$ cat config.mk
export PLATFORM = sky130hd
export DESIGN_NAME = length_framed_byte_deframer
export DESIGN_NICKNAME = d
export VERILOG_FILES = /design/src/hdl/dfr_pkg.sv /design/src/hdl/dfr_in_stage.sv /design/src/hdl/dfr_parser.sv /design/src/hdl/dfr_out_stage.sv /design/src/hdl/length_framed_byte_deframer.sv
export SDC_FILE = /design/constraint.sdc
export NUM_CORES = 1
export LEC_CHECK = 0
export BUFFER_PORTS_ARGS = -buffer_cell sky130_fd_sc_hd__buf_2
export CAP_MARGIN = 20
export CELL_PAD_IN_SITES_DETAIL_PLACEMENT = 0
export CELL_PAD_IN_SITES_GLOBAL_PLACEMENT = 2
export CORE_ASPECT_RATIO = 1.75
export CORE_MARGIN = 5
export CORE_UTILIZATION = 29
export DETAILED_ROUTE_END_ITERATION = 12
export PLACE_DENSITY = 0.61
export SLEW_MARGIN = 10
export SYNTH_ARGS = -nofsm -noshare
export SYNTH_HDL_FRONTEND = slang
export SYNTH_SLANG_ARGS = --single-unit
$ cat constraint.sdc
create_clock -name clk_i -period 7.25 [get_ports clk_i]
set_input_delay 1.0875 -clock clk_i [delete_from_list [all_inputs] [get_ports clk_i]]
set_output_delay 1.0875 -clock clk_i [all_outputs]
set_load 0.01 [all_outputs]
$ cat src/hdl/dfr_pkg.sv
// Shared types and constants for the length-framed byte deframer.
package dfr_pkg;

  localparam int unsigned ByteW = 8;
  localparam int unsigned LenW  = 16;
  localparam int unsigned KindW = 2;

  localparam logic [ByteW-1:0] SYNC_BYTE = 8'hFE;
  localparam logic [ByteW-1:0] END_BYTE  = 8'h0A;

  // Parser phases; the two unused codes fall back to hunting.
  typedef enum logic [2:0] {
    PH_HUNT    = 3'd0,
    PH_LEN_LO  = 3'd1,
    PH_LEN_HI  = 3'd2,
    PH_TYPE    = 3'd3,
    PH_PAYLOAD = 3'd4,
    PH_END     = 3'd5
  } dfr_phase_e;

  // Result kinds carried on the output tuser.
  typedef enum logic [KindW-1:0] {
    KIND_PAYLOAD  = 2'd0,
    KIND_END_GOOD = 2'd1,
    KIND_END_BAD  = 2'd2
  } dfr_kind_e;

  // One result item as produced by the parser.
  typedef struct packed {
    dfr_kind_e          kind;
    logic [ByteW-1:0]   data_byte;
    logic [ByteW-1:0]   message_type;
    logic [LenW-1:0]    payload_length;
    logic               last_payload;
  } dfr_result_t;

endpackage

$ cat src/hdl/dfr_in_stage.sv
// Input register stage that holds one received byte for the parser.
module dfr_in_stage
  import dfr_pkg::*;
(
  input  logic             clk_i,
  input  logic             rst_ni,
  input  logic             valid_i,
  output logic             ready_o,
  input  logic [ByteW-1:0] byte_i,
  output logic             valid_o,
  input  logic             take_i,
  output logic [ByteW-1:0] byte_o
);

  logic             valid_q, valid_d;
  logic [ByteW-1:0] byte_q;

  // The register frees up in the same cycle its content is consumed.
  assign ready_o = !valid_q || take_i;

  always_comb begin
    valid_d = valid_q;
    if (ready_o) begin
      valid_d = valid_i;
    end
  end

  always_ff @(posedge clk_i or negedge rst_ni) begin
    if (!rst_ni) begin
      valid_q <= 1'b0;
    end else begin
      valid_q <= valid_d;
    end
  end

  // Payload register, loaded on every accepted transaction.
  always_ff @(posedge clk_i) begin
    if (valid_i && ready_o) begin
      byte_q <= byte_i;
    end
  end

  assign valid_o = valid_q;
  assign byte_o  = byte_q;

endmodule

$ cat src/hdl/dfr_parser.sv
// Frame parser: phase register, header fields and payload down-counter.
module dfr_parser
  import dfr_pkg::*;
(
  input  logic             clk_i,
  input  logic             rst_ni,
  input  logic             step_i,
  input  logic [ByteW-1:0] byte_i,
  output logic             res_valid_o,
  output dfr_result_t      res_o
);

  dfr_phase_e      phase_q, phase_d;
  logic [LenW-1:0] frame_length_q, frame_length_d;
  logic [ByteW-1:0] frame_type_q, frame_type_d;
  logic [LenW-1:0] bytes_left_q, bytes_left_d;
  logic            last_byte;

  always_ff @(posedge clk_i or negedge rst_ni) begin
    if (!rst_ni) begin
      phase_q        <= PH_HUNT;
      frame_length_q <= '0;
      frame_type_q   <= '0;
      bytes_left_q   <= '0;
    end else begin
      phase_q        <= phase_d;
      frame_length_q <= frame_length_d;
      frame_type_q   <= frame_type_d;
      bytes_left_q   <= bytes_left_d;
    end
  end

  assign last_byte = (bytes_left_q <= LenW'(1));

  // Next phase and result for the byte in the input register.
  always_comb begin
    phase_d        = phase_q;
    frame_length_d = frame_length_q;
    frame_type_d   = frame_type_q;
    bytes_left_d   = bytes_left_q;
    res_valid_o    = 1'b0;
    res_o.kind           = KIND_PAYLOAD;
    res_o.data_byte      = '0;
    res_o.message_type   = frame_type_q;
    res_o.payload_length = frame_length_q;
    res_o.last_payload   = 1'b0;
    unique case (phase_q)
      PH_HUNT: begin
        if (byte_i == SYNC_BYTE) begin
          phase_d = PH_LEN_LO;
        end
      end
      PH_LEN_LO: begin
        frame_length_d = {{(LenW-ByteW){1'b0}}, byte_i};
        phase_d        = PH_LEN_HI;
      end
      PH_LEN_HI: begin
        frame_length_d = {byte_i, frame_length_q[ByteW-1:0]};
        phase_d        = PH_TYPE;
      end
      PH_TYPE: begin
        frame_type_d = byte_i;
        if (frame_length_q != '0) begin
          bytes_left_d = frame_length_q;
          phase_d      = PH_PAYLOAD;
        end else begin
          phase_d = PH_END;
        end
      end
      PH_PAYLOAD: begin
        if (bytes_left_q != '0) begin
          bytes_left_d = bytes_left_q - LenW'(1);
        end
        if (last_byte) begin
          phase_d = PH_END;
        end
        res_valid_o        = 1'b1;
        res_o.data_byte    = byte_i;
        res_o.last_payload = last_byte;
      end
      PH_END: begin
        phase_d     = PH_HUNT;
        res_valid_o = 1'b1;
        res_o.kind  = (byte_i == END_BYTE) ? KIND_END_GOOD : KIND_END_BAD;
      end
      default: begin
        phase_d = PH_HUNT;
      end
    endcase
    // State only moves when a byte is actually consumed.
    if (!step_i) begin
      phase_d        = phase_q;
      frame_length_d = frame_length_q;
      frame_type_d   = frame_type_q;
      bytes_left_d   = bytes_left_q;
      res_valid_o    = 1'b0;
    end
  end

  // A result is only ever produced from the payload or end phase.
  assert property (@(posedge clk_i) disable iff (!rst_ni)
    res_valid_o |-> (phase_q == PH_PAYLOAD || phase_q == PH_END))
    else $error("result outside payload or end phase");

  // A zero-length header goes straight to the end byte.
  assert property (@(posedge clk_i) disable iff (!rst_ni)
    (step_i && phase_q == PH_TYPE && frame_length_q == '0) |=> phase_q == PH_END)
    else $error("zero length did not skip payload");

  // Each payload byte counts the remaining length down by one.
  assert property (@(posedge clk_i) disable iff (!rst_ni)
    (step_i && phase_q == PH_PAYLOAD && bytes_left_q > LenW'(1))
    |=> (phase_q == PH_PAYLOAD && bytes_left_q == $past(bytes_left_q) - LenW'(1)))
    else $error("payload counter did not decrement");

endmodule

$ cat src/hdl/dfr_out_stage.sv
// Output result register facing the master-side stream.
module dfr_out_stage
  import dfr_pkg::*;
(
  input  logic        clk_i,
  input  logic        rst_ni,
  input  logic        load_i,
  input  dfr_result_t res_i,
  output logic        ready_o,
  output logic        valid_o,
  input  logic        ready_i,
  output dfr_result_t res_o
);

  logic        valid_q, valid_d;
  dfr_result_t res_q;

  // Free when empty or when the held transaction leaves this cycle.
  assign ready_o = !valid_q || ready_i;

  always_comb begin
    valid_d = valid_q;
    if (ready_o) begin
      valid_d = load_i;
    end
  end

  always_ff @(posedge clk_i or negedge rst_ni) begin
    if (!rst_ni) begin
      valid_q <= 1'b0;
    end else begin
      valid_q <= valid_d;
    end
  end

  always_ff @(posedge clk_i) begin
    if (load_i && ready_o) begin
      res_q <= res_i;
    end
  end

  assign valid_o = valid_q;
  assign res_o   = res_q;

  // The last-payload flag only rides on payload results.
  assert property (@(posedge clk_i) disable iff (!rst_ni)
    (valid_q && res_q.last_payload) |-> res_q.kind == KIND_PAYLOAD)
    else $error("last flag on a frame-end result");

  // Frame-end results carry a zero data byte.
  assert property (@(posedge clk_i) disable iff (!rst_ni)
    (valid_q && res_q.kind != KIND_PAYLOAD) |-> res_q.data_byte == '0)
    else $error("frame-end result with nonzero data");

endmodule

$ cat src/hdl/length_framed_byte_deframer.sv
// Top level of the length-framed byte deframer.
//
//   Channel  Direction  tdata (low bit up)                       tuser   tlast
//   s_axis   in         rx_byte[7:0]                             -       -
//   m_axis   out        data_byte, message_type, payload_length  kind    last_payload
//
// One byte is accepted per cycle while m_axis does not stall. Its result is
// loaded from the input register into the result register, from which it can
// leave on m_axis. The parser works combinationally between the input and
// result registers; its phase, header-field and payload-counter registers
// close its loops. Reset clears the parse phase, header fields, payload
// counter and both valid flags at once. A stall on m_axis holds the result
// register and backs up into the input register and then s_axis tready;
// header bytes give no result but still wait until the result register has room.
module length_framed_byte_deframer
  import dfr_pkg::*;
(
  input  logic        clk_i,
  input  logic        rst_ni,
  input  logic        s_axis_tvalid,
  output logic        s_axis_tready,
  input  logic [7:0]  s_axis_tdata,   // [7:0] rx_byte
  output logic        m_axis_tvalid,
  input  logic        m_axis_tready,
  output logic [31:0] m_axis_tdata,   // [7:0] data_byte, [15:8] message_type,
                                      // [31:16] payload_length
  output logic [1:0]  m_axis_tuser,   // [1:0] result_kind
  output logic        m_axis_tlast    // last_payload
);

  logic             in_valid;
  logic [ByteW-1:0] in_byte;
  logic             out_ready;
  logic             step;
  logic             res_valid;
  dfr_result_t      res;
  dfr_result_t      out_res;

  // A byte is consumed whenever the result register can take its result.
  assign step = in_valid && out_ready;

  dfr_in_stage u_in_stage (
    .clk_i   (clk_i),
    .rst_ni  (rst_ni),
    .valid_i (s_axis_tvalid),
    .ready_o (s_axis_tready),
    .byte_i  (s_axis_tdata),
    .valid_o (in_valid),
    .take_i  (out_ready),
    .byte_o  (in_byte)
  );

  dfr_parser u_parser (
    .clk_i       (clk_i),
    .rst_ni      (rst_ni),
    .step_i      (step),
    .byte_i      (in_byte),
    .res_valid_o (res_valid),
    .res_o       (res)
  );

  dfr_out_stage u_out_stage (
    .clk_i   (clk_i),
    .rst_ni  (rst_ni),
    .load_i  (res_valid),
    .res_i   (res),
    .ready_o (out_ready),
    .valid_o (m_axis_tvalid),
    .ready_i (m_axis_tready),
    .res_o   (out_res)
  );

  // Pack the result onto the master-side stream.
  assign m_axis_tdata = {out_res.payload_length, out_res.message_type, out_res.data_byte};
  assign m_axis_tuser = out_res.kind;
  assign m_axis_tlast = out_res.last_payload;

endmodule

==> reports/metrics.cfg, run 1 <==
[drt]
route.detailed.drc=0
wirelength_microns=9893
routedWlPerCell_microns=18.77
vias=2573
antenna_left=0
dr.pass1.iters=6
drt_iter0_drc=103
vias_per_cell=4.882

[power]
power.share.clock=0.276
intPower_w=0.001212
seqPwrFrac=0.459
ir_drop_v=0.0001700
switching_share=0.3397
combPwrFrac=0.265
cellPowerDensity_mw_per_mm2=405.8
switchingPower_w=0.0006234
leakage_nw=1.739
p_total_w=0.001835

[grt]
grt_util_all_layers=0.1378
met1_usage=0.1489
overflow=0
antenna_found_initial=0
grt_max_degree=46
met3_usage=0.02858
grtUsageMet2=0.2504
grt_pass1_vias=2787
top_usage_layer=met2
grt_pass1_wl_microns=15650

[clocking]
cts_buffers=9
cts.reportedPaths.clkPinSlew_ns=0.06
cts_buffer_depth=2
clkLatencyLatePin_ns=0.34
cts_hold_buf=0
post_cts_resized=0
cts_num_sinks=88
cts_tree=done
cts_setup_buffers=0
cts-root-buf=clkbuf_16
cts-htree-levels=3

[timing]
maxSlewHeadroom=0.5870
worst_slack_ns=4.635
fin_setup_tns_ns=0
final.period_utilization=0.3607
slew_violations=0
hold_viol=0
worst_pin_slew_ns=0.6195
fin_crit_ns=2.615
fmax_mhz=382.4
fin_skew_ns=0.007577
whs_ns=0.4430
setup_viol=0
rsz0062_at_grt=no

[logic_synthesis]
synth-seq-cells=88
avgSynthCellArea_sq_um=12.32
synthesis.area_sq_mm=0.003771
synth_edf_count=43
synthesis.nets=321
netlist_instances=306
async_flop_share=0.5114
yosys_most_used_dff=dfrtp_1
ys.warnings.count=0
ys_seq_area_frac=0.6410
synth_cell_types=51

[placement]
place_ws_ns=4.448
finalWeightedCongestion=0.7632
port_buffers=48
dp_cells=510
place_hpwl_microns=7151

[setup_path]
cp.arrival_ns=1.53
critPathKind=input pin to primary output
slowest_stage=nand3b_1
cp.required_ns=6.16
slowest_delay_ns=0.18
worstRegToRegCells=5
crit_chain=buf_2, nand3b_1, buf_2
path_common_cell=buf_2
crit_fanout=3
crit_path_end_kind=primary output
start_kind=input pin

[die]
io_pins=49
die_x_microns=96.20
start_util=0.2930
die_h_microns=160.9
dieArea_sq_mm=0.01547
coreArea_sq_mm=0.01287
row_count=55

[hold_path]
hold_depth=0
hold_path_class=flop to flop

[final_layout]
finalNetCount=366
antenna_cells=0
drive_gt1_frac=0.2472
final_cells=527
areaGrowthSynthToFinish_pct=19.94

[run_status]
outcome=finished clean

[run]
drv_cap=0

==> Yosys cell counts (2+ instances only) <==
library cell,count,share of area
o21a_1,2,0.0040
or4_1,3,0.0060
a21oi_1,12,0.016
edfxtp_1,43,0.34
ha_1,3,0.010
a22oi_1,3,0.0060
nor4_1,10,0.017
nand3_1,5,0.0066
a31oi_1,2,0.0033
nor2_1,17,0.017
nand2b_1,5,0.0083
mux2_2,9,0.027
nand2_1,27,0.027
a41oi_1,3,0.0070
o41ai_1,6,0.014
and2_1,9,0.015
clkbuf_1,16,0.016
a22o_1,9,0.021
dfrtp_1,45,0.30
or3_1,3,0.0050
o21ai_0,31,0.041
inv_1,2,0.0020
or3b_2,3,0.0070
nor3_1,6,0.0080
nand3b_1,3,0.0060
o31ai_1,4,0.0080
==> worst max-delay path, delay by kind of cell <==
family | cells | cell delay, ns
buffers and inverters | 2 | 0.26
and+or+nand+nor | 1 | 0.18
==> cell type report <==
cell class	count	area, sq um
Clock buffer	13	261.5
Multi-Input combinational cell	198	1275
Inverter	2	7.507
Sequential cell	88	2417
Clock inverter	3	65.06
Fill cell	1307	8346
Timing Repair Buffer	52	282.8
Tap cell	171	214.0
==> per-stage QoR <==
step	utilization	cell area (sq um)
after floorplan	-	3771
after global placement	0.3246	4177
after detailed placement	0.3246	4177
after CTS	0.3499	4503
after global routing	0.3515	4523
final	0.3515	4523
==> layer usage <==
| layer | vias to the layer above | part of all wire |
|---|---|---|
| li1 | 1245 | - |
| met4 | 0 | 0.024 |
| met5 | - | 0 |
| met3 | 17 | 0.032 |
| met1 | 1263 | 0.38 |
| met2 | 48 | 0.57 |
==> state kept, by name, indices dropped and copies added, names as in the netlist <==
| register | flops |
|---|---|
| u_out_stage.res_o | 35 |
| u_parser.bytes_left_q | 16 |
| u_parser.frame_length_q | 16 |
| u_in_stage.byte_o | 8 |
| u_parser.frame_type_q | 8 |
| u_parser.phase_q | 3 |
| u_in_stage.valid_o | 1 |
| u_out_stage.valid_o | 1 |
==> worst paths after layout <==
path	from	to	slack, ns
setup / recovery	m_axis_tready	s_axis_tready	4.64
hold / removal	u_parser.frame_type_q[1]	u_out_stage.res_o[18]	0.44
setup reg to reg	u_parser.phase_q[2]	u_parser.bytes_left_q[1]	4.73
hold reg to reg	u_parser.frame_type_q[1]	u_out_stage.res_o[18]	0.44
max in group asynchronous	rst_ni	u_parser.bytes_left_q[3]	5.98
min in group asynchronous	rst_ni	u_parser.frame_type_q[3]	0.85
==> power by group through the flow <==
stage | logic, W | registers (W) | clock network, W
2_1_floorplan | 0.000383 | 0.000783 | 0
3_3_place_gp | 0.000487 | 0.000855 | 0
3_5_place_dp | 0.000491 | 0.000855 | 0
4_1_cts | 0.000491 | 0.000845 | 0.000517
5_1_grt | 0.000546 | 0.000865 | 0.000540
6_report | 0.000487 | 0.000843 | 0.000506
==> layout by cell type, fill, tap and decap left out, types with 4 or more instances in the layout <==
cell	n
o21ai_0	30
nand2_1	27
nor4_1	10
a21oi_1	12
buf_2	48
edfxtp_1	43
o41ai_1	6
nand2b_1	5
clkbuf_16	10
o31ai_1	4
nor2_1	16
and2_1	9
a22o_1	9
mux2_2	9
dfrtp_1	45
nor3_1	6
nand3_1	5
==> kinds of logic after synthesis <==
logic type                 Yosys count  share of synthesized area
AOI/OAI and AO/OA                   79                     0.1350
xor gates and xnor gates             1                   0.002323
adders and majority gates            3                   0.009955
buffers and inverters               20                    0.02290
DFF                                 88                     0.6410
muxes                               10                    0.03086
and+or+nand+nor                    105                     0.1579
Power figures use the tool's default switching activity.
==> run 2, diff against run 1 <==
- clock period: 7.25 -> 2.5 ns (I/O delays scaled with it)
==> reports/metrics.cfg, run 2 (same netlist as run 1, synthesis figures left out) <==
[run_status]
outcome=finished clean

[clocking]
cts_hold_buf=0
cts_tree=done
cts_buffer_depth=2
cts_buffers=9
cts_setup_buffers=0
cts-htree-levels=3
cts_num_sinks=88
post_cts_resized=0
cts.reportedPaths.clkPinSlew_ns=0.07
cts-root-buf=clkbuf_16
clkLatencyLatePin_ns=0.34

[setup_path]
crit_chain=inv_1, ha_1, or3b_2, nor4_1, a21oi_1, o41ai_1, o21ai_0
r2r_start=u_parser.bytes_left_q[0]
crit_path_start=u_parser.bytes_left_q[0]
start_kind=flop
crit_fanout=4
slowest_stage=or3b_2
cp.required_ns=2.71
crit_path_end_kind=flop
slowest_delay_ns=0.48
cp.arrival_ns=2.44
critPathKind=flop to flop

[power]
intPower_w=0.003500
leakage_nw=1.774
ir_drop_v=0.0004456
switching_share=0.3506
p_total_w=0.005389
power.share.clock=0.267
switchingPower_w=0.001889
seqPwrFrac=0.456
combPwrFrac=0.278
cellPowerDensity_mw_per_mm2=1177

[die]
row_count=55
start_util=0.2930
dieArea_sq_mm=0.01547
coreArea_sq_mm=0.01287
io_pins=49
die_h_microns=160.9
die_x_microns=96.20

[drt]
dr.pass1.iters=4
antenna_left=0
vias=2698
route.detailed.drc=0
drt_iter0_drc=137
vias_per_cell=5.034
wirelength_microns=10530
routedWlPerCell_microns=19.64

[grt]
grt_pass1_wl_microns=15990
overflow=0
grt_util_all_layers=0.1430
top_usage_layer=met2
grt_pass1_vias=2772
met3_usage=0.01828
grt_max_degree=46
grtUsageMet2=0.2611
met1_usage=0.1494
antenna_found_initial=0

[timing]
fin_setup_tns_ns=0
slew_violations=0
rsz0062_at_grt=no
fin_crit_ns=2.232
fmax_mhz=448.1
final.period_utilization=0.8927
hold_viol=0
setup_viol=0
fin_skew_ns=0.007537
maxSlewHeadroom=0.5427
worst_pin_slew_ns=0.6835

[final_layout]
fillers=1304
final_cells=536
drive_gt1_frac=0.2685
utilization=0.3558
antenna_cells=0
final_common_cell=buf_2
finalNetCount=375
final_cell_mix=48 x buf_2, 45 x dfrtp_1, 43 x edfxtp_1, 31 x o21ai_0, 27 x nand2_1
largest_reg_flops=35
areaGrowthSynthToFinish_pct=21.40
final_area_sq_mm=0.004578

[placement]
dp_cells=520
finalWeightedCongestion=0.8427
port_buffers=48
dpl_cell_area_sq_mm=0.004264
place_hpwl_microns=7653

[run]
drv_cap=0

[hold_path]
hold_path_class=input pin to async pin

[run 2: final cells by class]
| type | count | area (sq um) | share of cell area |
|---|---|---|---|
| Tap cell | 171 | 214.0 | 0.04673 |
| Clock inverter | 6 | 85.08 | 0.01858 |
| Multi-Input combinational cell | 198 | 1275 | 0.2785 |
| Timing Repair Buffer | 61 | 350.3 | 0.07652 |
| Clock buffer | 10 | 229.0 | 0.05001 |
| Inverter | 2 | 7.507 | 0.001640 |
| Sequential cell | 88 | 2417 | 0.5280 |
[run 2: routing by layer]
layer	share of wire	wire length, microns
met5	0	0
met4	0.043	452
met3	0.027	280
met2	0.57	5963
met1	0.36	3833
[run 2: worst max-delay path, delay by kind of cell (launching register included)]
| kind | cells | cell delay [ns] |
|---|---|---|
| compound gates | 3 | 0.49 |
| flops | 1 | 0.41 |
| buf+inv | 1 | 0.13 |
| simple gates | 2 | 0.88 |
| fa+ha+maj | 1 | 0.20 |
[run 2: through the flow]
step	worst slack (ns)	hold WS (ns)
floorplan	0.3988	0.07941
global placement	0.3328	0.4306
detailed placement	0.2575	0.4307
CTS	0.2700	0.1546
global route	0.07648	0.1826
finish	0.2683	0.1282
[run 2: power by group through the flow]
stage          logic, W  clock network, W  registers, W
5_1_grt         0.00164           0.00153       0.00251
2_1_floorplan   0.00111                 0       0.00227
4_1_cts         0.00152           0.00148       0.00246
3_3_place_gp    0.00151                 0       0.00248
3_5_place_dp    0.00152                 0       0.00249
6_report        0.00150           0.00144       0.00245
[run 2: worst paths after layout]
kind                            slack (ns)  cells past startpoint                   endpoint
worst max register to register        0.27                      7  u_parser.bytes_left_q[14]
max in group asynchronous             1.93                      2        u_parser.phase_q[1]
worst max-delay path                  0.27                      7  u_parser.bytes_left_q[14]
min in group clk_i                    0.21                      1       u_in_stage.byte_o[2]
worst min register to register        0.44                      0      u_out_stage.res_o[24]
worst min-delay path                  0.13                      2   u_parser.frame_type_q[7]
==> run 3, diff against run 2 <==
- CELL_PAD_IN_SITES_GLOBAL_PLACEMENT: 2 -> 1
- PLACE_DENSITY: 0.61 -> 0.53
==> reports/metrics.cfg, run 3 (same netlist as run 1, synthesis figures left out) <==
[drt]
route.detailed.drc=0
vias=2663
vias_per_cell=4.987
wirelength_microns=9867
antenna_left=0
drt_iter0_drc=147
dr.pass1.iters=4
routedWlPerCell_microns=18.48

[timing]
fin_crit_ns=2.222
maxSlewHeadroom=0.6077
setup_viol=0
worst_pin_slew_ns=0.5863
slew_violations=0
final.period_utilization=0.8887
fin_skew_ns=0.007239
worst_slack_ns=0.2781
fmax_mhz=450.1
fin_setup_tns_ns=0
rsz0062_at_grt=no
hold_viol=0

[clocking]
cts_num_sinks=88
cts_tree=done
cts_buffer_depth=2
cts.reportedPaths.clkPinSlew_ns=0.07
cts-htree-levels=3
cts_buffers=9
cts-root-buf=clkbuf_16
clkLatencyLatePin_ns=0.34

[grt]
grt_util_all_layers=0.1366
overflow=0
antenna_found_initial=0
grt_pass1_wl_microns=15790
grt_max_degree=30
grt_pass1_vias=2828

[setup_path]
cp.required_ns=2.76
slowest_delay_ns=0.49
slowest_stage=or3b_2
cp_num_buf_inv=2
start_kind=flop
cp.arrival_ns=2.48
crit_fanout=7
r2r_start=u_parser.bytes_left_q[0]
critPathTopFamily=simple AND/OR/NAND/NOR gates
critPathKind=flop to flop
crit_chain=inv_1, ha_1, or3b_2, buf_4, nor4_1, nand2b_1, a41oi_1, a21oi_1
cp.depth=8
r2r_slack_ns=0.28
crit_path_end_kind=flop
r2r-end=u_parser.bytes_left_q[10]
worstRegToRegCells=8

[hold_path]
min_to=u_in_stage.byte_o[2]
worstHoldStart=s_axis_tdata[2]
hold_path_class=input pin to flop
hold_depth=1

[final_layout]
final_area_sq_mm=0.004554
utilization=0.3539
regArea_sq_mm=0.002417
finalNetCount=373
largest_reg_flops=35
antenna_cells=0
fillers=1312
drive_gt1_frac=0.2645
final_common_cell=buf_2
multiInputGateArea_sq_mm=0.001281
final_cell_mix=48 x buf_2, 45 x dfrtp_1, 43 x edfxtp_1, 31 x o21ai_0, 27 x nand2_1
final_cells=534
areaGrowthSynthToFinish_pct=20.77

[power]
cellPowerDensity_mw_per_mm2=1152
ir_drop_v=0.0004567
leakage_nw=1.755

[placement]
port_buffers=48
dp_cells=517
place_hpwl_microns=7353
place_ws_ns=0.2892
finalWeightedCongestion=0.8250
dpl_cell_area_sq_mm=0.004242

[die]
start_util=0.2930
die_h_microns=160.9
dieArea_sq_mm=0.01547
coreArea_sq_mm=0.01287
row_count=55
die_x_microns=96.20
io_pins=49

[run]
drv_cap=0

[run_status]
outcome=finished clean

-- run 3: where the power goes --
part | internal [W] | switching, W
sequential | 0.00199 | 0.000459
clock | 0.000784 | 0.000567
combinational | 0.000620 | 0.000828
total | 0.00339 | 0.00185
-- run 3: worst max-delay path by stage --
stage,from,endpoint,slack (ns)
finish,u_parser.bytes_left_q[0],u_parser.bytes_left_q[10],0.28
global route,u_parser.bytes_left_q[0],u_parser.bytes_left_q[14],0.09
CTS,u_parser.bytes_left_q[0],u_parser.bytes_left_q[14],0.26
detailed placement,u_parser.bytes_left_q[0],u_parser.bytes_left_q[14],0.29
global placement,u_parser.bytes_left_q[0],u_parser.bytes_left_q[14],0.33
floorplan,u_parser.bytes_left_q[0],u_parser.bytes_left_q[14],0.40
-- run 3: cell type report --
type,instances,area share
repair buffers,59,0.07418
well taps,171,0.04698
multi-input cells,198,0.2813
flip-flops and latches,88,0.5308
inverters,2,0.001648
clock inverters,5,0.01401
clock buffers,11,0.05110
-- run 3: metrics by stage --
step	total power, W	hold slack [ns]
6_report	0.005245	0.2115
5_1_grt	0.005582	0.1940
4_1_cts	0.005308	0.1966
3_5_place_dp	0.003935	0.3401
3_3_place_gp	0.003927	0.3459
2_1_floorplan	0.003381	0.07941
-- run 3: layer usage --
metal | vias up | GRT usage | wire, microns
li1 | 1262 | - | -
met1 | 1331 | 0.1429 | 3675
met2 | 53 | 0.2557 | 5670
met3 | 17 | 0.01921 | 231
met4 | 0 | 0.06541 | 289
met5 | - | 0 | 0
-- run 3: worst reg2reg max path: stages, from the launching register on --
cell and delay [ns]:
dfrtp_1 0.40, inv_1 0.13, ha_1 0.22, or3b_2 0.49
buf_4 0.18, nor4_1 0.33, nand2b_1 0.16, a41oi_1 0.11
a21oi_1 0.13
-- run 3: what timing repair did --
item,4_1_cts,5_1_grt
hold buffers,1,0
gates resized for setup,0,1
setup buffers,0,0
setup endpoints to repair,0,1
endpoints found under the hold margin,15,0
